--- src/hdl/rts_pkg.sv ---
// Shared types and constants of the radio timing sequencer.
// No dependencies; the core, front end, back end and testbench import this package.
package rts_pkg;

  localparam int unsigned WORD_W  = 16;
  localparam int unsigned INDEX_W = 6;
  localparam int unsigned FRAME_W = 22;
  localparam int unsigned QB_W    = 13;
  localparam int unsigned MASK_W  = 32;

  localparam logic [1:0] OP_LOAD  = 2'd0;
  localparam logic [1:0] OP_START = 2'd1;
  localparam logic [1:0] OP_TICK  = 2'd2;

  localparam logic [2:0] INSN_AT      = 3'd1;
  localparam logic [2:0] INSN_OFFSET  = 3'd2;
  localparam logic [2:0] INSN_SYNCHRO = 3'd3;
  localparam logic [2:0] INSN_MOVE    = 3'd4;
  localparam logic [2:0] INSN_WAIT    = 3'd5;

  typedef enum logic [1:0] {
    CMD_NOP,
    CMD_LOAD,
    CMD_START,
    CMD_TICK
  } rts_cmd_e;

  typedef enum logic [1:0] {
    KIND_STATUS  = 2'd0,
    KIND_SYNCHRO = 2'd1,
    KIND_OFFSET  = 2'd2,
    KIND_MOVE    = 2'd3
  } rts_kind_e;

  typedef enum logic [2:0] {
    ST_IDLE,
    ST_COPY,
    ST_COPY_TAIL,
    ST_RUN,
    ST_DIV,
    ST_DONE
  } rts_state_e;

  typedef struct packed {
    rts_cmd_e             kind;
    logic [INDEX_W-1:0]   index;
    logic [WORD_W-1:0]    word;
    logic [FRAME_W-1:0]   frame;
  } rts_cmd_t;

  typedef struct packed {
    rts_kind_e            kind;
    logic [QB_W-1:0]      reg_value;
    logic [4:0]           move_addr;
    logic [7:0]           move_data;
    logic [FRAME_W-1:0]   move_frame;
  } rts_result_t;

endpackage

--- src/hdl/rts_if.sv ---
// Handshake channels of the radio timing sequencer: input items, results and
// the configuration write channel. Depends on nothing.
interface rts_in_if;
  logic        valid;
  logic        ready;
  logic [1:0]  operation;
  logic [5:0]  word_index;
  logic [15:0] word;
  logic [21:0] frame_number;

  modport source(output valid, operation, word_index, word, frame_number, input ready);
  modport sink(input valid, operation, word_index, word, frame_number, output ready);
endinterface

interface rts_out_if;
  logic        valid;
  logic        ready;
  logic [1:0]  kind;
  logic [12:0] reg_value;
  logic [4:0]  move_addr;
  logic [7:0]  move_data;
  logic [21:0] move_frame;
  logic        running;
  logic        last;

  modport source(output valid, kind, reg_value, move_addr, move_data, move_frame, running,
                 last, input ready);
  modport sink(input valid, kind, reg_value, move_addr, move_data, move_frame, running, last,
               output ready);
endinterface

interface rts_cfg_if;
  logic        valid;
  logic        ready;
  logic [31:0] owned_port_mask;

  modport source(output valid, owned_port_mask, input ready);
  modport sink(input valid, owned_port_mask, output ready);
endinterface

--- src/hdl/radio_timing_sequencer_core.sv ---
// A load, a tick without resume or an ignored item goes from ST_IDLE to ST_DONE, which
// registers its result. A start copies the staging store in ST_COPY and ST_COPY_TAIL, then
// walks one program word per cycle while the result register is free; a frame-wrapping wait
// divides in ST_DIV. The back end takes one item at a time; a two-entry queue and a result
// register decouple the input and output sides. Reset clears all control state and sets the
// port mask to all ones; the stores hold no defined value until written.
module radio_timing_sequencer_core
  import rts_pkg::*;
#(
  parameter int unsigned PROGRAM_WORDS          = 64,
  parameter int unsigned QUARTER_BITS_PER_FRAME = 5000
) (
  input  logic      clk_i,
  input  logic      rst_ni,
  rts_in_if.sink    in_i,
  rts_cfg_if.sink   cfg_i,
  rts_out_if.source out_o
);

  logic [MASK_W-1:0] mask_q;
  logic              cmd_valid;
  logic              cmd_pop;
  rts_cmd_t          cmd;

  assign cfg_i.ready = 1'b1;

  always_ff @(posedge clk_i or negedge rst_ni) begin
    if (!rst_ni) begin
      mask_q <= '1;
    end else if (cfg_i.valid) begin
      mask_q <= cfg_i.owned_port_mask;
    end
  end

  rts_front #(.PROGRAM_WORDS(PROGRAM_WORDS)) u_front (
    .clk_i       (clk_i),
    .rst_ni      (rst_ni),
    .in_i        (in_i),
    .cmd_valid_o (cmd_valid),
    .cmd_o       (cmd),
    .cmd_pop_i   (cmd_pop)
  );

  rts_back #(
    .PROGRAM_WORDS          (PROGRAM_WORDS),
    .QUARTER_BITS_PER_FRAME (QUARTER_BITS_PER_FRAME)
  ) u_back (
    .clk_i       (clk_i),
    .rst_ni      (rst_ni),
    .cmd_valid_i (cmd_valid),
    .cmd_i       (cmd),
    .cmd_pop_o   (cmd_pop),
    .mask_i      (mask_q),
    .out_o       (out_o)
  );

endmodule

--- src/hdl/rts_ram.sv ---
// Generic single-write, single-read RAM with registered read data.
// No dependencies.
module rts_ram #(
  parameter int unsigned WIDTH = 16,
  parameter int unsigned DEPTH = 64
) (
  input  logic                     clk_i,
  input  logic                     we_i,
  input  logic [$clog2(DEPTH)-1:0] waddr_i,
  input  logic [WIDTH-1:0]         wdata_i,
  input  logic [$clog2(DEPTH)-1:0] raddr_i,
  output logic [WIDTH-1:0]         rdata_o
);

  logic [WIDTH-1:0] mem_q [DEPTH];

  always_ff @(posedge clk_i) begin
    if (we_i) begin
      mem_q[waddr_i] <= wdata_i;
    end
    rdata_o <= mem_q[raddr_i];
  end

endmodule

--- src/hdl/rts_front.sv ---
// Front end: accepts input beats, classifies them into commands and holds
// them in a two-entry queue for the back end. Uses rts_pkg and rts_in_if.
module rts_front
  import rts_pkg::*;
#(
  parameter int unsigned PROGRAM_WORDS = 64
) (
  input  logic     clk_i,
  input  logic     rst_ni,
  rts_in_if.sink   in_i,
  output logic     cmd_valid_o,
  output rts_cmd_t cmd_o,
  input  logic     cmd_pop_i
);

  rts_cmd_t   entry_q [2];
  logic       wr_ptr_q, wr_ptr_d;
  logic       rd_ptr_q, rd_ptr_d;
  logic [1:0] count_q, count_d;
  logic       push;
  rts_cmd_t   cmd_new;

  assign in_i.ready  = (count_q != 2'd2);
  assign push        = in_i.valid && in_i.ready;
  assign cmd_valid_o = (count_q != 2'd0);
  assign cmd_o       = entry_q[rd_ptr_q];

  always_comb begin
    cmd_new.index = in_i.word_index;
    cmd_new.word  = in_i.word;
    cmd_new.frame = in_i.frame_number;
    case (in_i.operation)
      OP_LOAD: begin
        cmd_new.kind = (32'(in_i.word_index) < PROGRAM_WORDS) ? CMD_LOAD : CMD_NOP;
      end
      OP_START: begin
        cmd_new.kind = CMD_START;
      end
      OP_TICK: begin
        cmd_new.kind = CMD_TICK;
      end
      default: begin
        cmd_new.kind = CMD_NOP;
      end
    endcase
  end

  always_comb begin
    wr_ptr_d = push ? ~wr_ptr_q : wr_ptr_q;
    rd_ptr_d = cmd_pop_i ? ~rd_ptr_q : rd_ptr_q;
    count_d  = count_q + {1'b0, push} - {1'b0, cmd_pop_i};
  end

  always_ff @(posedge clk_i or negedge rst_ni) begin
    if (!rst_ni) begin
      wr_ptr_q <= 1'b0;
      rd_ptr_q <= 1'b0;
      count_q  <= 2'd0;
    end else begin
      wr_ptr_q <= wr_ptr_d;
      rd_ptr_q <= rd_ptr_d;
      count_q  <= count_d;
    end
  end

  always_ff @(posedge clk_i) begin
    if (push) begin
      entry_q[wr_ptr_q] <= cmd_new;
    end
  end

endmodule

--- src/hdl/rts_back.sv ---
// Back end: executes queued commands, owns the staging and program stores,
// walks the program and drives the result register. Uses rts_pkg, rts_ram
// and rts_out_if.
module rts_back
  import rts_pkg::*;
#(
  parameter int unsigned PROGRAM_WORDS          = 64,
  parameter int unsigned QUARTER_BITS_PER_FRAME = 5000
) (
  input  logic              clk_i,
  input  logic              rst_ni,
  input  logic              cmd_valid_i,
  input  rts_cmd_t          cmd_i,
  output logic              cmd_pop_o,
  input  logic [MASK_W-1:0] mask_i,
  rts_out_if.source         out_o
);

  localparam int unsigned AW = $clog2(PROGRAM_WORDS);
  localparam int unsigned CW = $clog2(PROGRAM_WORDS + 1);
  localparam logic [CW-1:0] CURSOR_END  = CW'(PROGRAM_WORDS);
  localparam logic [CW-1:0] CURSOR_LAST = CW'(PROGRAM_WORDS - 1);
  localparam logic [AW-1:0] COPY_LAST   = AW'(PROGRAM_WORDS - 1);
  localparam logic [QB_W:0] QBPF        = (QB_W + 1)'(QUARTER_BITS_PER_FRAME);

  rts_state_e         state_q, state_d;
  logic [CW-1:0]      cursor_q, cursor_d;
  logic [QB_W-1:0]    qb_q, qb_d;
  logic [1:0]         ftw_q, ftw_d;
  logic               active_q, active_d;
  logic               prev_zero_q, prev_zero_d;
  logic [AW-1:0]      copy_cnt_q, copy_cnt_d;
  logic               copy_we_q, copy_we_d;
  logic [AW-1:0]      copy_wa_q;
  logic [FRAME_W-1:0] frame_q, frame_d;
  logic [QB_W:0]      rem_q, rem_d;
  logic               pend_valid_q, pend_valid_d;
  rts_result_t        pend_q, pend_d;
  logic               out_valid_q, out_valid_d;
  rts_result_t        out_res_q, out_res_d;
  logic               out_running_q, out_running_d;
  logic               out_last_q, out_last_d;

  logic [WORD_W-1:0]  stg_rdata;
  logic [WORD_W-1:0]  prog_rdata;
  logic               stg_we;
  logic               can_push;
  logic [2:0]         insn_op;
  logic [QB_W-1:0]    insn_pay;
  logic               at_end;
  logic               w_zero;
  logic               stop_run;
  logic [QB_W:0]      wait_sum;
  logic               wait_wrap;
  logic               at_stall;
  logic               do_emit;
  rts_result_t        emit_res;

  rts_ram #(.WIDTH(WORD_W), .DEPTH(PROGRAM_WORDS)) u_staging (
    .clk_i   (clk_i),
    .we_i    (stg_we),
    .waddr_i (cmd_i.index[AW-1:0]),
    .wdata_i (cmd_i.word),
    .raddr_i (copy_cnt_q),
    .rdata_o (stg_rdata)
  );

  rts_ram #(.WIDTH(WORD_W), .DEPTH(PROGRAM_WORDS)) u_program (
    .clk_i   (clk_i),
    .we_i    (copy_we_q),
    .waddr_i (copy_wa_q),
    .wdata_i (stg_rdata),
    .raddr_i (cursor_d[AW-1:0]),
    .rdata_o (prog_rdata)
  );

  assign can_push  = !out_valid_q || out_o.ready;
  assign cmd_pop_o = (state_q == ST_IDLE) && cmd_valid_i;
  assign stg_we    = cmd_pop_o && (cmd_i.kind == CMD_LOAD);

  assign insn_op   = prog_rdata[15:13];
  assign insn_pay  = prog_rdata[12:0];
  assign at_end    = (cursor_q == CURSOR_END);
  assign w_zero    = (prog_rdata == '0);
  assign stop_run  = at_end || (w_zero && (prev_zero_q ||
                     (cursor_q != '0 && cursor_q == CURSOR_LAST)));
  assign wait_sum  = {1'b0, qb_q} + {1'b0, insn_pay};
  assign wait_wrap = (wait_sum >= QBPF);
  assign at_stall  = !(insn_pay > qb_q);

  always_comb begin
    emit_res   = '0;
    do_emit    = 1'b0;
    case (insn_op)
      INSN_SYNCHRO: begin
        do_emit            = 1'b1;
        emit_res.kind      = KIND_SYNCHRO;
        emit_res.reg_value = insn_pay;
      end
      INSN_OFFSET: begin
        do_emit            = 1'b1;
        emit_res.kind      = KIND_OFFSET;
        emit_res.reg_value = insn_pay;
      end
      INSN_MOVE: begin
        do_emit             = mask_i[prog_rdata[4:0]];
        emit_res.kind       = KIND_MOVE;
        emit_res.move_addr  = prog_rdata[4:0];
        emit_res.move_data  = prog_rdata[12:5];
        emit_res.move_frame = frame_q;
      end
      default: begin
        do_emit = 1'b0;
      end
    endcase
  end

  always_comb begin
    state_d = state_q;
    case (state_q)
      ST_IDLE: begin
        if (cmd_valid_i) begin
          case (cmd_i.kind)
            CMD_START: state_d = ST_COPY;
            CMD_TICK:  state_d = (active_q && ftw_q == 2'd1) ? ST_RUN : ST_DONE;
            default:   state_d = ST_DONE;
          endcase
        end
      end
      ST_COPY: begin
        if (copy_cnt_q == COPY_LAST) begin
          state_d = ST_COPY_TAIL;
        end
      end
      ST_COPY_TAIL: begin
        state_d = ST_RUN;
      end
      ST_RUN: begin
        if (can_push) begin
          if (stop_run) begin
            state_d = ST_DONE;
          end else if (!w_zero && insn_op == INSN_AT && at_stall) begin
            state_d = ST_DONE;
          end else if (!w_zero && insn_op == INSN_WAIT && wait_wrap) begin
            state_d = ST_DIV;
          end
        end
      end
      ST_DIV: begin
        if (rem_q < QBPF) begin
          state_d = ST_DONE;
        end
      end
      ST_DONE: begin
        if (can_push) begin
          state_d = ST_IDLE;
        end
      end
      default: begin
        state_d = ST_IDLE;
      end
    endcase
  end

  always_comb begin
    cursor_d      = cursor_q;
    qb_d          = qb_q;
    ftw_d         = ftw_q;
    active_d      = active_q;
    prev_zero_d   = prev_zero_q;
    copy_cnt_d    = copy_cnt_q;
    copy_we_d     = (state_q == ST_COPY);
    frame_d       = frame_q;
    rem_d         = rem_q;
    pend_valid_d  = pend_valid_q;
    pend_d        = pend_q;
    out_valid_d   = out_o.ready ? 1'b0 : out_valid_q;
    out_res_d     = out_res_q;
    out_running_d = out_running_q;
    out_last_d    = out_last_q;
    case (state_q)
      ST_IDLE: begin
        if (cmd_valid_i) begin
          case (cmd_i.kind)
            CMD_START: begin
              cursor_d    = '0;
              qb_d        = '0;
              ftw_d       = 2'd0;
              active_d    = 1'b1;
              prev_zero_d = 1'b0;
              copy_cnt_d  = '0;
              frame_d     = cmd_i.frame;
            end
            CMD_TICK: begin
              frame_d = cmd_i.frame;
              if (active_q && ftw_q != 2'd0) begin
                ftw_d = ftw_q - 2'd1;
              end
            end
            default: begin
              frame_d = frame_q;
            end
          endcase
        end
      end
      ST_COPY: begin
        copy_cnt_d = copy_cnt_q + AW'(1);
      end
      ST_RUN: begin
        if (can_push) begin
          if (stop_run) begin
            active_d = 1'b0;
          end else if (w_zero) begin
            cursor_d    = cursor_q + CW'(1);
            prev_zero_d = (cursor_q != '0);
          end else begin
            cursor_d    = cursor_q + CW'(1);
            prev_zero_d = 1'b0;
            case (insn_op)
              INSN_AT: begin
                qb_d = insn_pay;
                if (at_stall) begin
                  ftw_d = 2'd1;
                end
              end
              INSN_WAIT: begin
                if (wait_wrap) begin
                  rem_d = wait_sum;
                  ftw_d = 2'd0;
                end else begin
                  qb_d = wait_sum[QB_W-1:0];
                end
              end
              default: begin
                if (do_emit) begin
                  if (pend_valid_q) begin
                    out_valid_d   = 1'b1;
                    out_res_d     = pend_q;
                    out_running_d = 1'b1;
                    out_last_d    = 1'b0;
                  end
                  pend_valid_d = 1'b1;
                  pend_d       = emit_res;
                end
              end
            endcase
          end
        end
      end
      ST_DIV: begin
        if (rem_q >= QBPF) begin
          rem_d = rem_q - QBPF;
          ftw_d = (ftw_q == 2'd3) ? 2'd3 : ftw_q + 2'd1;
        end else begin
          qb_d = rem_q[QB_W-1:0];
        end
      end
      ST_DONE: begin
        if (can_push) begin
          out_valid_d   = 1'b1;
          out_res_d     = pend_valid_q ? pend_q : '0;
          out_running_d = active_q;
          out_last_d    = 1'b1;
          pend_valid_d  = 1'b0;
        end
      end
      default: begin
        copy_we_d = 1'b0;
      end
    endcase
  end

  always_ff @(posedge clk_i or negedge rst_ni) begin
    if (!rst_ni) begin
      state_q      <= ST_IDLE;
      cursor_q     <= '0;
      qb_q         <= '0;
      ftw_q        <= 2'd0;
      active_q     <= 1'b0;
      prev_zero_q  <= 1'b0;
      copy_cnt_q   <= '0;
      copy_we_q    <= 1'b0;
      pend_valid_q <= 1'b0;
      out_valid_q  <= 1'b0;
    end else begin
      state_q      <= state_d;
      cursor_q     <= cursor_d;
      qb_q         <= qb_d;
      ftw_q        <= ftw_d;
      active_q     <= active_d;
      prev_zero_q  <= prev_zero_d;
      copy_cnt_q   <= copy_cnt_d;
      copy_we_q    <= copy_we_d;
      pend_valid_q <= pend_valid_d;
      out_valid_q  <= out_valid_d;
    end
  end

  always_ff @(posedge clk_i) begin
    copy_wa_q     <= copy_cnt_q;
    frame_q       <= frame_d;
    rem_q         <= rem_d;
    pend_q        <= pend_d;
    out_res_q     <= out_res_d;
    out_running_q <= out_running_d;
    out_last_q    <= out_last_d;
  end

  assign out_o.valid      = out_valid_q;
  assign out_o.kind       = out_res_q.kind;
  assign out_o.reg_value  = out_res_q.reg_value;
  assign out_o.move_addr  = out_res_q.move_addr;
  assign out_o.move_data  = out_res_q.move_data;
  assign out_o.move_frame = out_res_q.move_frame;
  assign out_o.running    = out_running_q;
  assign out_o.last       = out_last_q;

endmodule

--- src/flat_wrapper.sv ---
// flat-port wrapper written by rule: the top's interface ports become plain ports
module radio_timing_sequencer_core_flat import rts_pkg::*;
#(
  parameter int unsigned PROGRAM_WORDS          = 64,
  parameter int unsigned QUARTER_BITS_PER_FRAME = 5000
)
  (clk_i, rst_ni, in_i_valid, in_i_operation, in_i_word_index, in_i_word, in_i_frame_number, in_i_ready, cfg_i_valid, cfg_i_owned_port_mask, cfg_i_ready, out_o_valid, out_o_kind, out_o_reg_value, out_o_move_addr, out_o_move_data, out_o_move_frame, out_o_running, out_o_last, out_o_ready);
  rts_in_if in_i_i ();
  rts_cfg_if cfg_i_i ();
  rts_out_if out_o_i ();
  input  logic clk_i;
  input  logic rst_ni;
  input wire logic [$bits(in_i_i.valid)-1:0] in_i_valid;
  input wire logic [$bits(in_i_i.operation)-1:0] in_i_operation;
  input wire logic [$bits(in_i_i.word_index)-1:0] in_i_word_index;
  input wire logic [$bits(in_i_i.word)-1:0] in_i_word;
  input wire logic [$bits(in_i_i.frame_number)-1:0] in_i_frame_number;
  output wire logic [$bits(in_i_i.ready)-1:0] in_i_ready;
  input wire logic [$bits(cfg_i_i.valid)-1:0] cfg_i_valid;
  input wire logic [$bits(cfg_i_i.owned_port_mask)-1:0] cfg_i_owned_port_mask;
  output wire logic [$bits(cfg_i_i.ready)-1:0] cfg_i_ready;
  output wire logic [$bits(out_o_i.valid)-1:0] out_o_valid;
  output wire logic [$bits(out_o_i.kind)-1:0] out_o_kind;
  output wire logic [$bits(out_o_i.reg_value)-1:0] out_o_reg_value;
  output wire logic [$bits(out_o_i.move_addr)-1:0] out_o_move_addr;
  output wire logic [$bits(out_o_i.move_data)-1:0] out_o_move_data;
  output wire logic [$bits(out_o_i.move_frame)-1:0] out_o_move_frame;
  output wire logic [$bits(out_o_i.running)-1:0] out_o_running;
  output wire logic [$bits(out_o_i.last)-1:0] out_o_last;
  input wire logic [$bits(out_o_i.ready)-1:0] out_o_ready;
  assign in_i_i.valid = in_i_valid;
  assign in_i_i.operation = in_i_operation;
  assign in_i_i.word_index = in_i_word_index;
  assign in_i_i.word = in_i_word;
  assign in_i_i.frame_number = in_i_frame_number;
  assign in_i_ready = in_i_i.ready;
  assign cfg_i_i.valid = cfg_i_valid;
  assign cfg_i_i.owned_port_mask = cfg_i_owned_port_mask;
  assign cfg_i_ready = cfg_i_i.ready;
  assign out_o_valid = out_o_i.valid;
  assign out_o_kind = out_o_i.kind;
  assign out_o_reg_value = out_o_i.reg_value;
  assign out_o_move_addr = out_o_i.move_addr;
  assign out_o_move_data = out_o_i.move_data;
  assign out_o_move_frame = out_o_i.move_frame;
  assign out_o_running = out_o_i.running;
  assign out_o_last = out_o_i.last;
  assign out_o_i.ready = out_o_ready;
  radio_timing_sequencer_core #(.PROGRAM_WORDS(PROGRAM_WORDS), .QUARTER_BITS_PER_FRAME(QUARTER_BITS_PER_FRAME)) u_core (.clk_i(clk_i), .rst_ni(rst_ni), .in_i(in_i_i), .cfg_i(cfg_i_i), .out_o(out_o_i));
endmodule
--- config.mk ---
export PLATFORM = sky130hd
export DESIGN_NAME = radio_timing_sequencer_core_flat
export DESIGN_NICKNAME = d
export VERILOG_FILES = /design/src/hdl/rts_pkg.sv /design/src/hdl/rts_if.sv /design/src/hdl/radio_timing_sequencer_core.sv /design/src/hdl/rts_ram.sv /design/src/hdl/rts_front.sv /design/src/hdl/rts_back.sv /design/src/flat_wrapper.sv
export SDC_FILE = /design/constraint.sdc
export NUM_CORES = 2
export LEC_CHECK = 0
export BUFFER_PORTS_ARGS = -buffer_cell sky130_fd_sc_hd__buf_2
export CORE_UTILIZATION = 24
export DETAILED_ROUTE_END_ITERATION = 8
export HOLD_SLACK_MARGIN = 0.08
export SLEW_MARGIN = 20
export SYNTH_ARGS = -nofsm -noshare
export SYNTH_HDL_FRONTEND = slang
export SYNTH_SLANG_ARGS = --single-unit
--- constraint.sdc ---
create_clock -name clk_i -period 6.45 [get_ports clk_i]
set_clock_uncertainty 0.1 [all_clocks]
set_input_delay 0 -clock clk_i [delete_from_list [all_inputs] [get_ports clk_i]]
set_output_delay 0 -clock clk_i [all_outputs]
set_load 0.02 [all_outputs]
Yosys cells after proc, flatten, opt, wreduce, memory -nomap -nowiden
Memory sizes are Yosys's and may differ from the RTL's. A register that Yosys moved wholly into a read port is not among the register bits. Index checks and enable logic that the tools add are counted.

Register bits: 216. Bits of input ports: 83. Bits in writable memories: 2140. Memories: 3. Output and inout bits: 55. Logic and storage cells: 248.

Memories: u_core.u_back.u_program.mem_q (words 64, bits a word 16, read ports 1, clocked after memory_dff 1, wr ports 1, RTL line rts_ram.sv:15) `logic [WIDTH-1:0] mem_q [DEPTH];`; u_core.u_back.u_staging.mem_q (words 64, bits a word 16, read ports 1, clocked after memory_dff 1, wr ports 1, RTL line rts_ram.sv:15); u_core.u_front.entry_q (words 2, bits a word 46, read ports 1, clocked after memory_dff 0, wr ports 1, RTL line rts_front.sv:16) `rts_cmd_t entry_q [2];`.

Equal/unequal tests: 44. Muxes and demuxes: 111. Reductions and logical operators: 42. $lt $le $gt $ge: 5. $add $sub $neg: 8. Bitwise operators: 5.

Operators by type and width (number): $mux 50 (8); $pmux 50 s2 (1); $mux 13 (7); $mux 14 (6); $mux 1 (45); $pmux 13 s3 (1); $ne 2x2->1 const B (16); $ge 14x13->1 const B (2); $mux 7 (4); $pmux 14 s2 (1); $mux 3 (9); $pmux 13 s2 (1); $mux 2 (9); $pmux 2 s3 (3); $pmux 3 s6 (1); $logic_not 16->1 (1); $ne 3x3->1 const B (5); $add 13x13->14 (1); $lt 14x13->1 const B (1); $pmux 1 s2 (7); $pmux 7 s2 (1); $reduce_and 7->1 (2); $sub 14x13->14 const B (1); $gt 13x13->1 (1); 39 further kinds (81).

Logic depth before layout (Yosys ltp)
Depth in word-level cells: 9. Gate-level depth with buffers: 15. Gate-level depth less buffers: 12.

Modules after synthesis
From an unflattened synthesis, not the netlist that was laid out.

Cells, all modules: 4653. Area, all modules: 94200.3 µm².

Modules (own cells, without submodules): rts_ram at u_core.u_back.u_staging (instances 1, cells each 1829, area an instance 40042.2 µm²); rts_ram at u_core.u_back.u_program (instances 1, cells each 1820, area an instance 39978.3 µm²); rts_back (instances 1, cells each 767, area an instance 9087.5 µm²); rts_front (instances 1, cells each 167, area an instance 3696.0 µm²); radio_timing_sequencer_core (instances 1, cells each 70, area an instance 1396.3 µm²).

Worst setup path before layout
Ideal clock, no wire load.

Kind: reg2reg. Start: register u_core.u_back.u_program.rdata_o[0] (read register of u_core.u_back.u_program.mem_q). End: register u_core.u_back.pend_q[0] (netlist name), enable pin. Slack: -675 ps. Cell stages (with the launch flop): 7. Library setup time: 585 ps. Data arrival time: 6440 ps. Cell sequence: dfxtp_1 > clkbuf_1 > mux4_2 > mux4_2 > mux2_2 > a21oi_1 > nor4_1.

Word-level cells in the longest chain between the ends: 5. Elaborated cells between the ends (all ways): 9.

Ends and longest elaborated chain: start, declared (RTL line rts_ram.sv:12) `output logic [WIDTH-1:0] rdata_o`; parallel branches: the longest is 4 deep, another holds $bmux 1 s5; $reduce_and 6->1 (no line) *; end signal, assigned (RTL line rts_back.sv:303) `pend_q <= pend_d;`; end, declared (RTL line rts_back.sv:38) `rts_result_t pend_q, pend_d;`.

Every way passes the cells marked *. The select of a mux whose other input is x is not followed. A chain may end at the register's enable or synchronous reset.

Worst setup path after layout
Start: register u_core.u_back.u_program.rdata_o[8] (read register of u_core.u_back.u_program.mem_q). End: register u_core.u_back.u_program.rdata_o[9] (read register of u_core.u_back.u_program.mem_q).

Word-level cells in the longest chain between the ends: 6.

Ends and longest elaborated chain: $logic_not 16->1 (RTL line rts_back.sv:84) `assign w_zero = (prog_rdata == '0);`; $logic_and 1x1->1 (RTL line rts_back.sv:85) `assign stop_run = at_end || (w_zero && (prev_zero_q ||`; $logic_or 1x1->1 (RTL line rts_back.sv:85); $mux 7 (RTL line rts_back.sv:211) `if (stop_run) begin`; $mux 7 (RTL line rts_back.sv:210) `if (can_push) begin`; $pmux 7 s2 (RTL line rts_back.sv:181) `case (state_q)`.

Every way passes these cells. The select of a mux whose other input is x is not followed.

==> flow_summary_export.csv <==
group,metric,value,unit
setup_path,required,7.04,ns
synth,synth_edf_count,2278,
run,cap_violations,0,
cells_and_area,multi_input_area,20400,um2
synth,synthDistinctLibCells,76,
synth,synthArstFlopShare,3.02,%
clock_tree,clockBufferDepth,4,
worst_hold_path,min_path_cells,5,
setup_path,slowest_stage,"or4_1",
clock_tree,path_clk_slew,0.07,ns
timing,finalCritPeriodShare,79.5,%
clock_tree,cts_resized,0,
worst_hold_path,hold_class,"primary input to flip-flop",
clock_tree,clkSinkCount,2388,
synth,yosysMostFrequentCell,"edfxtp_1",
timing,hold_viol,0,
status,status,"finished, final reports clean",
setup_path,r2r_slack,1.32,ns
global_routing,grt_pass1_wl,343,mm
synth,yosys_register_bits,2388,
setup_path,reg2reg_from,"u_core.u_back.u_program.rdata_o[8]",
synth,netlist.area_leader.share,74.0,%
cells_and_area,stdcell_area,109000,um2
cells_and_area,drive_gt1_share,24.6,%
timing,tns,0,ns
timing,min_period,5.13,ns
setup_path,reg2reg_to,"u_core.u_back.u_program.rdata_o[9]",
setup_path,crit_arrival,5.72,ns
cells_and_area,instances_no_fill,10400,
timing,max_freq,195,MHz
timing,grt_setup_unrepaired,"no",
worst_hold_path,min_to,"u_core.u_front.entry_q[1][44]",
setup_path,r2r_cells,12,
detailed_routing,drc,0,
cells_and_area,antennaDiodeCount,0,
setup_path,crit_top_cell,"a22oi_1",
timing,tightestPinTransition,1.18,ns
placed_design,gp_congestion,0.804,
global_routing,overflow,0,
global_routing,grt_pass1_vias,48700,
detailed_routing,drt-pass1-iter-count,6,
setup_path,critPathMaxFanout,125,
synth,synthTopCellsByCount,"edfxtp_1, mux4_2, nand2_1",
synth,ys.warnings.count,0,
detailed_routing,route.vias.total,48000,
timing,finalMaxSlewViolations,0,
floorplanning,dieArea,388000,um2
synth,syn_nets,4794,
placed_design,hpwl,134,mm
detailed_routing,viasPerCell,4.61,
synth,synth_area_leaders,"edfxtp_1, mux4_2, a21oi_1, nand2_1, dfrtp_1",
synth,synth_area,92500,um2
clock_tree,clock_latency,0.87,ns
detailed_routing,postRouteAntennaNets,0,
setup_path,crit_path_start_kind,"flip-flop",
detailed_routing,wl_per_cell,22.8,um
cells_and_area,area_delta_synth_final,17.9,%
floorplanning,io_pins,138,
floorplanning,num_rows,227,
placed_design,numPortBuffers,136,
detailed_routing,drt-initial-drc-count,5840,
clock_tree,root_buffer,"clkbuf_16",
clock_tree,cts_tree,"done",
synth,avgSynthCellArea,19.8,um2
power_and_ir_drop,power.density,461,nW/um2
synth,synth_top_cell_by_area,"edfxtp_1",
synth,ys_seq_area_share,76.8,%
setup_path,crit_buf_inv,2,
timing,whs,0.149,ns
global_routing,grt_usage,11.8,%
placed_design,dpl_cell_area,100000,um2
power_and_ir_drop,leakage,34.2,nW
setup_path,crit_type,"flip-flop to flip-flop",
floorplanning,dieWidth,623,um
clock_tree,cts-htree-levels,4,
floorplanning,die_h,623,um
worst_hold_path,min_from,"in_i_operation[0]",
global_routing,grt_max_degree,126,
power_and_ir_drop,peakVddDrop,0.413,mV
synth,synth_ff_type,"edfxtp_1",
placed_design,dp.cells,9817,
floorplanning,core_area,383000,um2
setup_path,crit_chain,"nor4_2 -> nand4_2 -> o21ai_1 -> nor3_1 -> nor2_4 -> inv_6 -> buf_4 -> a21oi_1 -> a22oi_1 -> a22oi_1 -> a31oi_1 -> or4_1",
detailed_routing,routed_wl,237,mm
setup_path,critPathCaptureType,"flip-flop",
global_routing,antenna_found_initial,7,
cells_and_area,fillerInstances,37400,
setup_path,crit_family,"simple AND/OR/NAND/NOR gates",
cells_and_area,finalNetCount,5314,
clock_tree,numCtsBuffers,217,
setup_path,cpPeakStageDelay,0.64,ns
timing,worst_slew_margin_rel,21.6,%
timing,finalSetupViolCount,0,
cells_and_area,seqCellArea,71000,um2
floorplanning,start_util,24.2,%
synth,syn_inst,4673,
[state kept, by name (all words and copies together) (netlist names), 22 cells and up]
signal and count:
u_core.u_front.entry_q 92, u_core.u_back.frame_q 22, u_core.u_back.pend_q 50, u_core.u_back.out_o.move_frame 22, u_core.u_back.u_program.mem_q 1024, u_core.mask_q 32
u_core.u_back.u_staging.mem_q 1024
[layer usage]
layer / up-vias / wire, um / GRT usage, %
met1: 25400 / 98500 / 16.1
met3: 385 / 18000 / 1.94
met5: - / 13 / 0
met2: 2094 / 114000 / 19.3
met4: 2 / 7110 / 3.46
li1: 20100 / - / -
[through the flow]
step	worst slack (ns)	total power (W)	util [%]
floorplan	0.271	0.0318	-
global placement	1.46	0.0378	26.2
detailed placement	1.51	0.0382	26.2
CTS	1.50	0.0506	28.5
global route	1.15	0.0522	28.5
finish	1.32	0.0503	28.5
[area by class of cell]
class,instances,area share [%]
Timing Repair Buffer,556,4.08
Sequential cell,2388,65.2
Clock buffer,271,5.26
Tap cell,5038,5.78
Multi-Input combinational cell,1981,18.7
Clock inverter,119,0.816
Inverter,49,0.180
[worst max-delay path by stage]
| stage | startpoint | end | slack [ns] | depth (start not counted) |
|---|---|---|---|---|
| finish | u_core.u_back.u_program.rdata_o[8] | u_core.u_back.u_program.rdata_o[9] | 1.32 | 12 |
| global placement | u_core.u_back.u_program.rdata_o[11] | u_core.u_back.u_program.rdata_o[15] | 1.46 | 11 |
| floorplan | u_core.u_back.u_program.rdata_o[0] | u_core.u_back.out_o.kind[0] | 0.27 | 6 |
| CTS | u_core.u_back.u_program.rdata_o[8] | u_core.u_back.u_program.rdata_o[11] | 1.50 | 11 |
| detailed placement | u_core.u_back.u_program.rdata_o[11] | u_core.u_back.u_program.rdata_o[15] | 1.51 | 11 |
| global route | u_core.u_back.state_q[0] | u_core.u_back.u_program.rdata_o[11] | 1.15 | 11 |
[tightest hold or removal path: stages]
cell and delay [ns]:
dlygate4sd3_1 0.55, buf_2 0.13, inv_1 0.07, ha_1 0.14
or2_2 0.11
[where the power goes]
part           switching [W]  total [W]  internal (W)
sequential          0.000698     0.0206        0.0199
combinational         0.0109     0.0173       0.00638
clock                0.00565     0.0124       0.00677
total                 0.0173     0.0503        0.0330
[timing repair]
item                      in CTS  in global routing
hold endpoints to repair     316                  0
hold buffers                 194                  0
setup buffers                  0                  0
[layout by cell type (no fill, tap or decap), types with 43 or more instances in the layout]
cell type      count
clkbuf_1          48
a221oi_1          44
mux2_2            81
buf_4            216
a22oi_1          130
nor2_1           168
and2_1            49
dlygate4sd3_1    194
buf_2            135
a21oi_1          237
mux4_2           494
nand2_1          292
nand3_1           43
nor2b_1           60
edfxtp_1        2278
clkinv_1          55
clkbuf_16        221
inv_1             46
[cells by family after synthesis]
kind of cell	synth area share [%]
flip-flops	76.8
AND/OR/NAND/NOR	3.62
multiplexers	13.4
AO/OA/AOI/OAI	4.12
buffers and inverters	1.33
adder cells (fa/ha/maj)	0.522
XOR/XNOR	0.227
other	0.00405
Note: power is estimated with default switching activity, not from simulation.
